===== src/design/i2s_mcr_pkg.sv =====
// Package for the I2S/TDM controller register block.
// Holds the register offsets, action codes, mode bit positions and status masks.
// No dependencies.
package i2s_mcr_pkg;

   localparam int NUM_SLOTS = 8;

   typedef enum logic [1:0] {
      ACT_READ  = 2'd0,
      ACT_WRITE = 2'd1,
      ACT_TICK  = 2'd2,
      ACT_NONE  = 2'd3
   } action_type;

   localparam logic [7:0] OFF_CR    = 8'h00;
   localparam logic [7:0] OFF_MRA   = 8'h04;
   localparam logic [7:0] OFF_MRB   = 8'h08;
   localparam logic [7:0] OFF_SR    = 8'h0c;
   localparam logic [7:0] OFF_IERA  = 8'h10;
   localparam logic [7:0] OFF_IDRA  = 8'h14;
   localparam logic [7:0] OFF_IMRA  = 8'h18;
   localparam logic [7:0] OFF_ISRA  = 8'h1c;
   localparam logic [7:0] OFF_IERB  = 8'h20;
   localparam logic [7:0] OFF_IDRB  = 8'h24;
   localparam logic [7:0] OFF_IMRB  = 8'h28;
   localparam logic [7:0] OFF_ISRB  = 8'h2c;
   localparam logic [7:0] OFF_RHR   = 8'h30;
   localparam logic [7:0] OFF_THR   = 8'h34;
   localparam logic [7:0] OFF_WPMR  = 8'he4;
   localparam logic [7:0] OFF_WPSR  = 8'he8;
   localparam logic [7:0] OFF_VER   = 8'hfc;

   localparam logic [31:0] PROTECT_KEY     = 32'h49325300;
   localparam logic [31:0] PROTECT_KEY_FLD = 32'hffffff00;
   localparam logic [31:0] MODE_A_WRITABLE = 32'hffffffcf;
   localparam logic [7:0]  MONO_EVEN_SLOTS = 8'h55;
   localparam logic [31:0] TX_READY_BITS   = 32'h00000003;
   localparam logic [31:0] TX_UNDER_BITS   = 32'h00000300;
   localparam logic [31:0] RX_READY_BITS   = 32'h00030000;
   localparam logic [31:0] RX_OVER_BITS    = 32'h03000000;
   localparam logic [31:0] INT_A_BITS      = 32'h03030303;

   localparam int B_RXMONO = 8;
   localparam int B_RXLOOP = 9;
   localparam int B_TXMONO = 10;
   localparam int B_TXSAME = 11;
   localparam int B_SRCCLK = 12;
   localparam int B_IWS    = 31;

   localparam logic [1:0] CFG_VERSION = 2'd0;
   localparam logic [1:0] CFG_BUSCLK  = 2'd1;
   localparam logic [1:0] CFG_GENCLK  = 2'd2;

   function automatic logic [7:0] top_onehot(input logic [7:0] m);
      logic [7:0] r;
      r = 8'd1;
      for (int i = 1; i < 8; i++) begin
         if (m[i]) begin
            r = 8'd1 << i;
         end
      end
      return r;
   endfunction

   function automatic logic is_one_bit(input logic [7:0] m);
      return (m != 8'd0) && ((m & (m - 8'd1)) == 8'd0);
   endfunction

   function automatic logic [2:0] next_slot(input logic [2:0] ch, input logic [7:0] m);
      logic [2:0] r;
      logic [2:0] n;
      r = 3'd0;
      for (int i = NUM_SLOTS; i >= 1; i--) begin
         n = 3'((int'(ch) + i) % NUM_SLOTS);
         if (m[n]) begin
            r = n;
         end
      end
      return r;
   endfunction

endpackage


===== src/design/i2s_multichannel_controller_regs.sv =====
// Top level of the I2S/TDM controller register block.
// Depends on i2s_mcr_pkg and i2s_mcr_ready.
// The result of an accepted word is registered in the output register.
// Throughput: one word per cycle; the output register is refilled whenever it is empty
// or being taken. Reset is synchronous, active high, and restores every register but the output data (out_ff).
module i2s_multichannel_controller_regs
   import i2s_mcr_pkg::*;
(
   input  logic        clock,
   input  logic        reset,
   input  logic        req_tvalid,
   output logic        req_tready,
   input  logic [47:0] req_tdata,  // action[1:0], offset[9:2], write_data[41:10], zero pad
   output logic        rsp_tvalid,
   input  logic        rsp_tready,
   output logic [87:0] rsp_tdata,  // read_data[31:0], irq_level[32], tx_dma_request[33],
                                   // rx_dma_request[34], line_word_valid[35],
                                   // line_sample[67:36], line_channel[70:68],
                                   // word_bit_cycles[82:71], zero pad
   input  logic        csr_we,
   input  logic [1:0]  csr_index,
   input  logic [31:0] csr_wdata
);
   logic [31:0] version_ff, version_in;
   logic        busclk_ff, busclk_in, genclk_ff, genclk_in;
   logic [31:0] mode_a_ff, mode_a_in;
   logic [1:0]  mode_b_ff, mode_b_in;
   logic [31:0] mask_a_ff, mask_a_in, stat_a_ff, stat_a_in;
   logic        mask_b_ff, mask_b_in, stat_b_ff, stat_b_in;
   logic [31:0] last_rx_ff, last_rx_in;
   logic [2:0]  prot_mode_ff, prot_mode_in;
   logic [15:0] prot_stat_ff, prot_stat_in;
   logic [31:0] tx_hold_ff [8], tx_hold_in [8];
   logic [31:0] tx_last_ff [8], tx_last_in [8];
   logic [31:0] rx_hold_ff [8], rx_hold_in [8];
   logic [7:0]  tx_full_ff, tx_full_in, rx_full_ff, rx_full_in;
   logic [2:0]  tx_wslot_ff, tx_wslot_in, rx_rslot_ff, rx_rslot_in, line_slot_ff, line_slot_in;
   logic [7:0]  skip_ff, skip_in, runder_ff, runder_in;
   logic        clk_on_ff, clk_on_in, tx_on_ff, tx_on_in, rx_on_ff, rx_on_in;
   logic        valid_ff;
   logic [82:0] out_ff, out_in;

   logic [1:0]  act;
   logic [7:0]  off;
   logic [31:0] wd;
   logic        take;

   logic [2:0]  nch;
   logic [7:0]  tact_a, ract_a;
   logic        compact_a, tdm_a;
   logic [7:0]  tact_n, ract_n;
   logic        compact_n;
   logic [1:0]  tx_rdy, rx_rdy;
   logic        upd;
   logic [31:0] smask;

   assign act  = req_tdata[1:0];
   assign off  = req_tdata[9:2];
   assign wd   = req_tdata[41:10];
   assign req_tready = !valid_ff || rsp_tready;
   assign take = req_tvalid && req_tready;
   assign rsp_tvalid = valid_ff;
   assign rsp_tdata  = {5'd0, out_ff};

   function automatic logic [7:0] act_mask(input logic [31:0] m, input logic tx);
      logic [3:0] n;
      logic [7:0] r;
      logic [2:0] dl;
      dl = m[3:1];
      n = (m[7:6] >= 2'd2) ? ({1'b0, m[15:13]} + 4'd1) : 4'd2;
      r = 8'((9'd1 << n) - 9'd1);
      if (dl == 3'd5 || dl == 3'd7) begin
         r = 8'd1;
      end else if (tx && m[B_TXMONO]) begin
         r = r & MONO_EVEN_SLOTS;
      end
      return r;
   endfunction

   // Values derived from the mode in force at the start of the item; the ready masks use the new mode.
   always_comb begin
      tdm_a = mode_a_ff[7:6] >= 2'd2;
      nch = tdm_a ? mode_a_ff[15:13] : 3'd1;   // channel count minus one
      compact_a = (mode_a_ff[3:1] == 3'd5) || (mode_a_ff[3:1] == 3'd7);
      tact_a = act_mask(mode_a_ff, 1'b1);
      ract_a = act_mask(mode_a_ff, 1'b0);
      tact_n = act_mask(mode_a_in, 1'b1);
      ract_n = act_mask(mode_a_in, 1'b0);
      compact_n = (mode_a_in[3:1] == 3'd5) || (mode_a_in[3:1] == 3'd7);
      case (mode_a_ff[3:1])
         3'd1: smask = 32'h00ffffff;
         3'd2: smask = 32'h000fffff;
         3'd3: smask = 32'h0003ffff;
         3'd4: smask = 32'h0000ffff;
         3'd6: smask = 32'h000000ff;
         3'd7: smask = 32'h0000ffff;
         default: smask = 32'hffffffff;
      endcase
   end

   i2s_mcr_ready u_ready (
      .tx_act  (tact_n),
      .rx_act  (ract_n),
      .tx_full (tx_full_in),
      .rx_full (rx_full_in),
      .compact (compact_n),
      .tx_mono (mode_a_in[B_TXMONO]),
      .tx_rdy  (tx_rdy),
      .rx_rdy  (rx_rdy)
   );

   logic [31:0] rd;
   logic        wvalid;
   logic [31:0] sample;
   logic [2:0]  ch;
   logic        clk_act, clk_act_n;
   logic [31:0] stat_fin;
   logic [11:0] bitc;
   logic [7:0]  b;
   logic        dup;
   logic [31:0] rxs;
   logic [2:0]  chm1;
   logic [5:0]  div;
   logic [5:0]  cbase;
   logic [18:0] cprod;

   always_comb begin
      version_in = version_ff; busclk_in = busclk_ff; genclk_in = genclk_ff;
      mode_a_in = mode_a_ff; mode_b_in = mode_b_ff;
      mask_a_in = mask_a_ff; stat_a_in = stat_a_ff;
      mask_b_in = mask_b_ff; stat_b_in = stat_b_ff;
      last_rx_in = last_rx_ff; prot_mode_in = prot_mode_ff; prot_stat_in = prot_stat_ff;
      tx_hold_in = tx_hold_ff; tx_last_in = tx_last_ff; rx_hold_in = rx_hold_ff;
      tx_full_in = tx_full_ff; rx_full_in = rx_full_ff;
      tx_wslot_in = tx_wslot_ff; rx_rslot_in = rx_rslot_ff; line_slot_in = line_slot_ff;
      skip_in = skip_ff; runder_in = runder_ff;
      clk_on_in = clk_on_ff; tx_on_in = tx_on_ff; rx_on_in = rx_on_ff;
      rd = 32'd0; wvalid = 1'b0; sample = 32'd0; ch = 3'd0; upd = 1'b0;
      b = 8'd0; dup = 1'b0; rxs = 32'd0; chm1 = 3'd0;
      clk_act = clk_on_ff && (mode_a_ff[B_SRCCLK] ? genclk_ff : busclk_ff);

      if (csr_we) begin
         case (csr_index)
            CFG_VERSION: version_in = csr_wdata;
            CFG_BUSCLK:  busclk_in = csr_wdata[0];
            CFG_GENCLK:  genclk_in = csr_wdata[0];
            default: ;
         endcase
      end

      if (take) begin
         case (action_type'(act))
            ACT_READ: begin
               case (off)
                  OFF_MRA:  rd = mode_a_ff;
                  OFF_MRB:  rd = {22'd0, mode_b_ff, 8'd0};
                  OFF_SR:   rd = {27'd0, clk_act && tx_on_ff, 3'd0, clk_act && rx_on_ff};
                  OFF_IMRA: rd = mask_a_ff;
                  OFF_ISRA: begin
                     rd = stat_a_ff;
                     stat_a_in = stat_a_ff & ~(TX_UNDER_BITS | RX_OVER_BITS);
                  end
                  OFF_IMRB: rd = {31'd0, mask_b_ff};
                  OFF_ISRB: begin
                     rd = {31'd0, stat_b_ff};
                     stat_b_in = 1'b0;
                  end
                  OFF_RHR: begin
                     b = 8'd1 << rx_rslot_ff;
                     if (|(ract_a & b & rx_full_ff)) begin
                        last_rx_in = rx_hold_ff[rx_rslot_ff];
                        rx_full_in = rx_full_ff & ~b;
                        rx_rslot_in = next_slot(rx_rslot_ff, ract_a);
                        upd = 1'b1;
                     end
                     rd = last_rx_in;
                  end
                  OFF_WPMR: rd = {29'd0, prot_mode_ff};
                  OFF_WPSR: begin
                     rd = {16'd0, prot_stat_ff};
                     prot_stat_in = 16'd0;
                  end
                  OFF_VER:  rd = version_ff;
                  default:  rd = 32'd0;
               endcase
            end
            ACT_WRITE: begin
               case (off)
                  OFF_CR: begin
                     if (prot_mode_ff[2]) begin
                        prot_stat_in = {off, 8'h01}; stat_b_in = 1'b1;
                     end else if (wd[7]) begin
                        mode_a_in = 32'd0; mode_b_in = 2'd0; mask_a_in = 32'd0;
                        stat_a_in = TX_READY_BITS; mask_b_in = 1'b0; stat_b_in = 1'b0;
                        last_rx_in = 32'd0;
                        for (int i = 0; i < 8; i++) begin
                           tx_hold_in[i] = 32'd0; tx_last_in[i] = 32'd0;
                           rx_hold_in[i] = 32'd0;
                        end
                        tx_full_in = 8'd0; rx_full_in = 8'd0;
                        tx_wslot_in = 3'd0; rx_rslot_in = 3'd0; line_slot_in = 3'd0;
                        skip_in = 8'd0; runder_in = 8'd0;
                        clk_on_in = 1'b0; tx_on_in = 1'b0; rx_on_in = 1'b0;
                        prot_stat_in = 16'd0;
                     end else begin
                        if (wd[3]) clk_on_in = 1'b0;
                        else if (wd[2]) clk_on_in = 1'b1;
                        if (wd[5]) begin
                           tx_full_in = 8'd0; skip_in = 8'd0; runder_in = 8'd0;
                           tx_on_in = 1'b0;
                        end else if (wd[4]) begin
                           if (!tx_on_ff) tx_wslot_in = 3'd0;
                           tx_on_in = 1'b1;
                        end
                        if (wd[1]) begin
                           for (int i = 0; i < 8; i++) begin
                              if (ract_a[i]) rx_hold_in[i] = 32'd0;
                           end
                           rx_full_in = rx_full_ff | ract_a;
                           rx_on_in = 1'b0;
                        end else if (wd[0]) begin
                           rx_on_in = 1'b1; rx_rslot_in = 3'd0;
                        end
                        upd = 1'b1;
                     end
                  end
                  OFF_MRA, OFF_MRB: begin
                     if (prot_mode_ff[0]) begin
                        prot_stat_in = {off, 8'h01}; stat_b_in = 1'b1;
                     end else if (off == OFF_MRA) begin
                        mode_a_in = wd & MODE_A_WRITABLE;
                        tx_wslot_in = 3'd0; rx_rslot_in = 3'd0; line_slot_in = 3'd0;
                        upd = 1'b1;
                     end else begin
                        mode_b_in = wd[9:8];
                     end
                  end
                  OFF_IERA, OFF_IDRA, OFF_IERB, OFF_IDRB: begin
                     if (prot_mode_ff[1]) begin
                        prot_stat_in = {off, 8'h01}; stat_b_in = 1'b1;
                     end else if (off == OFF_IERA) begin
                        mask_a_in = mask_a_ff | (wd & INT_A_BITS);
                     end else if (off == OFF_IDRA) begin
                        mask_a_in = mask_a_ff & ~(wd & INT_A_BITS);
                     end else if (off == OFF_IERB) begin
                        mask_b_in = mask_b_ff | wd[0];
                     end else begin
                        mask_b_in = mask_b_ff & ~wd[0];
                     end
                  end
                  OFF_THR: begin
                     b = 8'd1 << tx_wslot_ff;
                     if (|(tact_a & b) && !(|(tx_full_ff & b))) begin
                        if (|(skip_ff & b)) begin
                           skip_in = skip_ff & ~b;
                        end else begin
                           tx_hold_in[tx_wslot_ff] = wd & smask;
                           tx_full_in = tx_full_ff | b;
                        end
                        tx_wslot_in = next_slot(tx_wslot_ff, tact_a);
                        upd = 1'b1;
                     end
                  end
                  OFF_WPMR: begin
                     if ((wd & PROTECT_KEY_FLD) == PROTECT_KEY) prot_mode_in = wd[2:0];
                  end
                  default: ;
               endcase
            end
            ACT_TICK: begin
               if (clk_act && (tx_on_ff || rx_on_ff)) begin
                  wvalid = 1'b1;
                  ch = (line_slot_ff > nch) ? 3'd0 : line_slot_ff;
                  chm1 = ch - 3'd1;
                  b = 8'd1 << ch;
                  dup = mode_a_ff[B_TXMONO] || compact_a;
                  if (tx_on_ff && |(tact_a & b)) begin
                     if (|(tx_full_ff & b)) begin
                        sample = tx_hold_ff[ch];
                        tx_last_in[ch] = sample;
                        tx_full_in = tx_full_ff & ~b;
                     end else begin
                        if (ch[0]) stat_a_in[9] = 1'b1;
                        else stat_a_in[8] = 1'b1;
                        skip_in = skip_ff | b;
                        if (dup && !ch[0] && ch < nch) runder_in = runder_ff | (b << 1);
                        if (mode_a_ff[B_TXSAME]) sample = tx_last_ff[ch];
                     end
                     upd = 1'b1;
                  end else if (tx_on_ff && dup && ch[0]) begin
                     if (|(runder_ff & b)) begin
                        stat_a_in[9] = 1'b1;
                        runder_in = runder_ff & ~b;
                     end
                     if (mode_a_ff[B_TXMONO]) sample = tx_last_ff[chm1];
                  end
                  if (rx_on_ff) begin
                     if (!mode_a_ff[B_RXLOOP]) rxs = 32'd0;
                     else if (mode_a_ff[B_RXMONO] && ch[0]) rxs = rx_hold_ff[chm1];
                     else rxs = sample;
                     if (|(ract_a & b)) begin
                        if (|(rx_full_ff & b)) begin
                           if (ch[0]) stat_a_in[25] = 1'b1;
                           else stat_a_in[24] = 1'b1;
                        end
                        rx_hold_in[ch] = rxs;
                        rx_full_in = rx_full_ff | b;
                        upd = 1'b1;
                     end
                  end
                  line_slot_in = (ch >= nch) ? 3'd0 : ch + 3'd1;
               end
            end
            default: ;
         endcase
      end

      stat_fin = stat_a_in;
      if (upd) begin
         stat_fin = (stat_a_in & ~(TX_READY_BITS | RX_READY_BITS))
                  | {14'd0, rx_rdy, 14'd0, tx_rdy};
      end
      stat_a_in = stat_fin;

      clk_act_n = clk_on_in && (mode_a_in[B_SRCCLK] ? genclk_ff : busclk_ff) && busclk_ff;
      div = mode_a_in[29:24];
      if (mode_a_in[7:6] >= 2'd2) begin
         cbase = 6'd32;
      end else begin
         case (mode_a_in[3:1])
            3'd1, 3'd2, 3'd3: cbase = mode_a_in[B_IWS] ? 6'd24 : 6'd32;
            3'd4, 3'd5: cbase = 6'd16;
            3'd6, 3'd7: cbase = 6'd8;
            default: cbase = 6'd32;
         endcase
      end
      cprod = {13'd0, cbase} * {12'd0, div, 1'b0};
      bitc = (div != 6'd0) ? cprod[11:0] : {6'd0, cbase};

      out_in = {bitc, ch, sample, wvalid,
                clk_act_n && rx_on_in && |(stat_a_in & RX_READY_BITS),
                clk_act_n && tx_on_in && |(stat_a_in & TX_READY_BITS),
                ((|(stat_a_in & mask_a_in)) || (stat_b_in && mask_b_in)) && busclk_ff,
                rd};
   end

   always_ff @(posedge clock) begin
      if (reset) begin
         version_ff <= 32'h100; busclk_ff <= 1'b1; genclk_ff <= 1'b1;
         mode_a_ff <= 32'd0; mode_b_ff <= 2'd0; mask_a_ff <= 32'd0;
         stat_a_ff <= TX_READY_BITS; mask_b_ff <= 1'b0; stat_b_ff <= 1'b0;
         last_rx_ff <= 32'd0; prot_mode_ff <= 3'd0; prot_stat_ff <= 16'd0;
         for (int i = 0; i < 8; i++) begin
            tx_hold_ff[i] <= 32'd0; tx_last_ff[i] <= 32'd0; rx_hold_ff[i] <= 32'd0;
         end
         tx_full_ff <= 8'd0; rx_full_ff <= 8'd0;
         tx_wslot_ff <= 3'd0; rx_rslot_ff <= 3'd0; line_slot_ff <= 3'd0;
         skip_ff <= 8'd0; runder_ff <= 8'd0;
         clk_on_ff <= 1'b0; tx_on_ff <= 1'b0; rx_on_ff <= 1'b0;
         valid_ff <= 1'b0;
      end else begin
         version_ff <= version_in; busclk_ff <= busclk_in; genclk_ff <= genclk_in;
         mode_a_ff <= mode_a_in; mode_b_ff <= mode_b_in; mask_a_ff <= mask_a_in;
         stat_a_ff <= stat_a_in; mask_b_ff <= mask_b_in; stat_b_ff <= stat_b_in;
         last_rx_ff <= last_rx_in; prot_mode_ff <= prot_mode_in; prot_stat_ff <= prot_stat_in;
         tx_hold_ff <= tx_hold_in; tx_last_ff <= tx_last_in; rx_hold_ff <= rx_hold_in;
         tx_full_ff <= tx_full_in; rx_full_ff <= rx_full_in;
         tx_wslot_ff <= tx_wslot_in; rx_rslot_ff <= rx_rslot_in; line_slot_ff <= line_slot_in;
         skip_ff <= skip_in; runder_ff <= runder_in;
         clk_on_ff <= clk_on_in; tx_on_ff <= tx_on_in; rx_on_ff <= rx_on_in;
         if (take) valid_ff <= 1'b1;
         else if (rsp_tready) valid_ff <= 1'b0;
      end
   end

   always_ff @(posedge clock) begin
      if (take) out_ff <= out_in;
   end
endmodule


===== src/design/i2s_mcr_ready.sv =====
// Ready-bit computation for the transmit and receive holding slots.
// Depends on i2s_mcr_pkg.
module i2s_mcr_ready
   import i2s_mcr_pkg::*;
(
   input  logic [7:0] tx_act,
   input  logic [7:0] rx_act,
   input  logic [7:0] tx_full,
   input  logic [7:0] rx_full,
   input  logic       compact,
   input  logic       tx_mono,
   output logic [1:0] tx_rdy,
   output logic [1:0] rx_rdy
);
   logic [7:0] tlb;
   logic [7:0] rlb;

   always_comb begin
      tlb = top_onehot(tx_act);
      rlb = top_onehot(rx_act);
      tx_rdy = 2'b00;
      rx_rdy = 2'b00;
      if (is_one_bit(tx_act) || compact || tx_mono) begin
         tx_rdy[0] = |(tx_act & ~tx_full);
      end else begin
         tx_rdy[0] = |((tx_act & ~tlb) & ~tx_full);
         tx_rdy[1] = ~|(tx_full & tlb);
      end
      if (is_one_bit(rx_act) || compact) begin
         rx_rdy[0] = |(rx_act & rx_full);
      end else begin
         rx_rdy[0] = |((rx_act & ~rlb) & rx_full);
         rx_rdy[1] = |(rx_full & rlb);
      end
   end
endmodule


===== config.mk =====
export PLATFORM = sky130hd
export DESIGN_NAME = i2s_multichannel_controller_regs
export DESIGN_NICKNAME = d
export VERILOG_FILES = /design/src/design/i2s_mcr_pkg.sv /design/src/design/i2s_multichannel_controller_regs.sv /design/src/design/i2s_mcr_ready.sv
export SDC_FILE = /design/constraint.sdc
export NUM_CORES = 2
export LEC_CHECK = 0
export BUFFER_PORTS_ARGS = -buffer_cell sky130_fd_sc_hd__buf_2
export CORE_ASPECT_RATIO = 1.75
export CORE_UTILIZATION = 40
export CTS_CLUSTER_SIZE = 14
export DETAILED_ROUTE_END_ITERATION = 16
export HOLD_SLACK_MARGIN = 0.02
export PLACE_DENSITY = 0.54
export RECOVER_POWER = 50
export SLEW_MARGIN = 20
export SYNTH_ARGS = -nofsm -noshare
export SYNTH_HDL_FRONTEND = slang
export SYNTH_SLANG_ARGS = --single-unit

===== constraint.sdc =====
create_clock -name clock -period 8.5 [get_ports clock]
set_clock_uncertainty 0.2 [all_clocks]
set_input_delay 0.425 -clock clock [delete_from_list [all_inputs] [get_ports clock]]
set_output_delay 0.425 -clock clock [all_outputs]
set_load 0.01 [all_outputs]

==> impl_results.md <==
- Outcome: complete, but fails checks
- Violated checks: capacitance limit, slew limit
- Initial drt markers: 5,384
- Vias in the first global route: 48,591
- Gr ovfl total: 0
- CP Launch Type: flip-flop
- Worst slack at placement: 1.82 ns
- FFs w/ async S/R, synth: 0%
- Crit. End Element: flip-flop
- Arr. time, crit path: 8.06 ns
- Worst Hold Slack: 0.0605 ns
- Area contributors post-synth: dfxtp_1 37%, a22oi_1 10%, mux4_2 8.8%
- Reg clk slew, reported paths: 0.07 ns
- FF-to-FF Start: mode_a_ff[7]
- Synth Instances: 6,011
- Cts bufs inserted: 104
- Placed Cells: 7,582
- Layout area overhead: 12.2%
- Setup TNS: 0 ns
- Clock Path Buffers: 3
- FMAX: 130 MHz
- Final nets: 6,106
- Dpl hpwl: 145,000 microns
- Routability Congestion: 0.944
- Flop and latch count out of synthesis: 1,069
- RSZ-0062 raised after global routing: false
- Rel. slew slack: -160%
- Htree depth: 3
- Power Total: 10.6 mW
- PD cells: 174 nW/um^2
- Hold Crit Class: primary input to flip-flop
- Leak: 20.1 nW
- Site Rows: 178
- Hold path start: req_tdata[23]
- Largest net degree at the start of global routing: 190
- Post-layout minimum cycle time: 7.67 ns
- Port buffer count: 162
- Wire per inst: 28.9 microns
- Vias per cell: 6.39
- Slew Limit Fails: 560
- Clock sink total: 1,069
- PnR worst setup slack: 0.828 ns
- Cts repair resizes: 0
- GRT Util Overall: 32.2%
- Die area: 137,000 sq um
- Post-synth EDFFs: 80
- Clock Latency Late Sink: 0.76 ns
- Post-layout util: 45.2%
- Share of the synthesized area in the top cell type: 36.6%
- Final instance area: 60,700 sq um
- CTS tree: yes
- Ys flop type: dfxtp_1
- Synth cell types: 115
- DR pass1 iterations: 9
- Starting Density: 40.3%
- Dpl cell area: 56,600 sq um
- Mapped cell area: 54,100 sq um
- Io pins: 177
- Period utilization: 90.3%
- DRC violations left: 0
- DIE WIDTH: 280 microns
- Final Setup Violations: 0
- First-pass GRT wire length: 328,000 microns
- Worst-margin pin slew: 3.90 ns
- Max FO, Critical Path: 13
- Core Box Area: 134,000 sq um
- Clock root buffer master: clkbuf_16
- Final hold viol count: 0
- Layout cell share with drive strength beyond 1: 12.4%
- Synth area leader: dfxtp_1
- Max Cap Viol: 13
- Fillers: 13,099
- Maximum vdd drop: 0.000173 V
- Die Y: 488 microns
- Syn_area_per_cell: 9.00 sq um
- Sequential-to-total area share from yosys stat: 41.0%
- Final wirelength: 227,000 microns
- Initial antenna violation count: 10
- YS warnings: 0
- Post-route insts no fill: 7,859
- Vias: 50,206
- Worst Setup SP: mode_a_ff[7]
- Crit Path Class: flip-flop to flip-flop
- Antenna-violating nets left: 0
- Worst path required time: 8.89 ns
==> path summary, 6_finish.rpt <==
kind / slack (ns) / cells past startpoint / endpoint
hold / removal: 0.06 / 4 / mode_a_ff[13]
setup / recovery: 0.83 / 19 / tx_last_ff[59]
hold reg to reg: 0.25 / 2 / tx_hold_ff[169]
setup reg to reg: 0.83 / 19 / tx_last_ff[59]
==> kinds of logic after synthesis <==
kind of cell / Yosys count / synth area share, %
buffers and inverters: 624 / 4.60
flip-flops: 1069 / 41.0
AND/OR/NAND/NOR: 2090 / 17.2
other: 1 / 0.00693
XOR/XNOR: 13 / 0.210
adder cells (fa/ha/maj): 59 / 1.42
multiplexers: 375 / 11.9
AO/OA/AOI/OAI: 1780 / 23.7
==> layout by cell type, fill, tap and decap left out, types with 39 or more instances in the layout <==
| master | Yosys | routed |
|---|---|---|
| nand3_1 | 137 | 136 |
| and3_1 | 41 | 39 |
| nor2b_1 | 74 | 74 |
| a21oi_1 | 279 | 278 |
| nor3_1 | 76 | 71 |
| a222oi_1 | 50 | 50 |
| dlygate4sd3_1 | 0 | 72 |
| mux4_2 | 211 | 211 |
| clkbuf_16 | 0 | 106 |
| inv_1 | 49 | 50 |
| mux2i_1 | 143 | 143 |
| buf_2 | 55 | 78 |
| a31oi_1 | 61 | 61 |
| nand2b_1 | 58 | 58 |
| clkbuf_1 | 452 | 114 |
| nor2_1 | 986 | 974 |
| ha_1 | 55 | 54 |
| o21ai_0 | 184 | 188 |
| nand2_1 | 502 | 500 |
| buf_4 | 12 | 137 |
| and2_1 | 92 | 57 |
| edfxtp_1 | 80 | 80 |
| dfxtp_1 | 989 | 985 |
| a2bb2oi_1 | 66 | 66 |
| a22oi_1 | 724 | 724 |
==> report_power, final <==
| group | internal, mW | switching, mW |
|---|---|---|
| clock | 2.84 | 2.21 |
| combinational | 0.102 | 0.345 |
| sequential | 5.09 | 0.0112 |
==> cell usage after synthesis (21+ instances only) <==
cell         n
dfxtp_1    989
nor2_1     986
a22oi_1    724
nand2_1    502
clkbuf_1   452
a21oi_1    279
mux4_2     211
o21ai_0    184
mux2i_1    143
nand3_1    137
and2_1      92
edfxtp_1    80
nor3_1      76
nor2b_1     74
a2bb2oi_1   66
a31oi_1     61
nand2b_1    58
buf_2       55
ha_1        55
a222oi_1    50
inv_1       49
and3_1      41
buf_1       40
o22ai_1     37
a211oi_1    32
o211ai_1    28
a22o_1      23
o21a_1      23
a32oi_1     21
nand4_1     21
o221ai_1    21
==> worst max-delay path, stage by stage, from the launching register on <==
cell      delay [ns]
dfxtp_1         0.64
nand2_1         0.17
ha_1            0.32
nor2b_1         0.17
nor3_1          0.42
o21ai_0         0.21
inv_1           0.52
ha_1            0.30
ha_1            0.31
clkbuf_1        0.41
a22o_1          0.24
a221oi_1        0.05
mux2i_1         0.27
or2_2           0.41
a21oi_1         0.12
nor3_1          1.01
nand2_1         0.95
buf_4           0.50
a22oi_1         0.21
nor2_1          0.06
==> cell type report <==
cell class / instances / area (sq um) / area share, %
clock buffers: 133 / 2870 / 4.73
well taps: 1800 / 2250 / 3.71
flip-flops and latches: 1069 / 22200 / 36.6
clock inverters: 63 / 772 / 1.27
diodes: 9 / 22.5 / 0.0371
repair buffers: 399 / 2720 / 4.48
inverters: 61 / 239 / 0.394
multi-input cells: 4325 / 29600 / 48.8
==> routing by layer <==
| metal | vias to the layer above | routed length, microns | global-route usage (%) |
|---|---|---|---|
| li1 | 22172 | - | - |
| met1 | 24903 | 84300 | 37.6 |
| met2 | 2514 | 109000 | 54.0 |
| met3 | 617 | 15900 | 4.47 |
| met4 | 0 | 17900 | 23.3 |
| met5 | - | 0 | 0 |
==> registers in the layout, summed over array words and instances, names as in the netlist, 2 cells and up <==
register,cells
stat_a_ff,32
rx_rslot_ff,3
skip_ff,8
tx_last_ff,256
line_slot_ff,3
prot_stat_ff,9
tx_hold_ff,256
prot_mode_ff,3
rx_full_ff,8
tx_wslot_ff,3
version_ff,32
rx_hold_ff,256
runder_ff,8
mode_a_ff,30
mask_a_ff,32
out_ff,80
mode_b_ff,2
tx_full_ff,8
last_rx_ff,32
==> what timing repair did <==
item / CTS / global route
buffers inserted: 0 / 0
endpoints found under the hold margin: 166 / 0
hold buffers: 72 / 0
No activity file was read; power rests on OpenSTA's default activity.
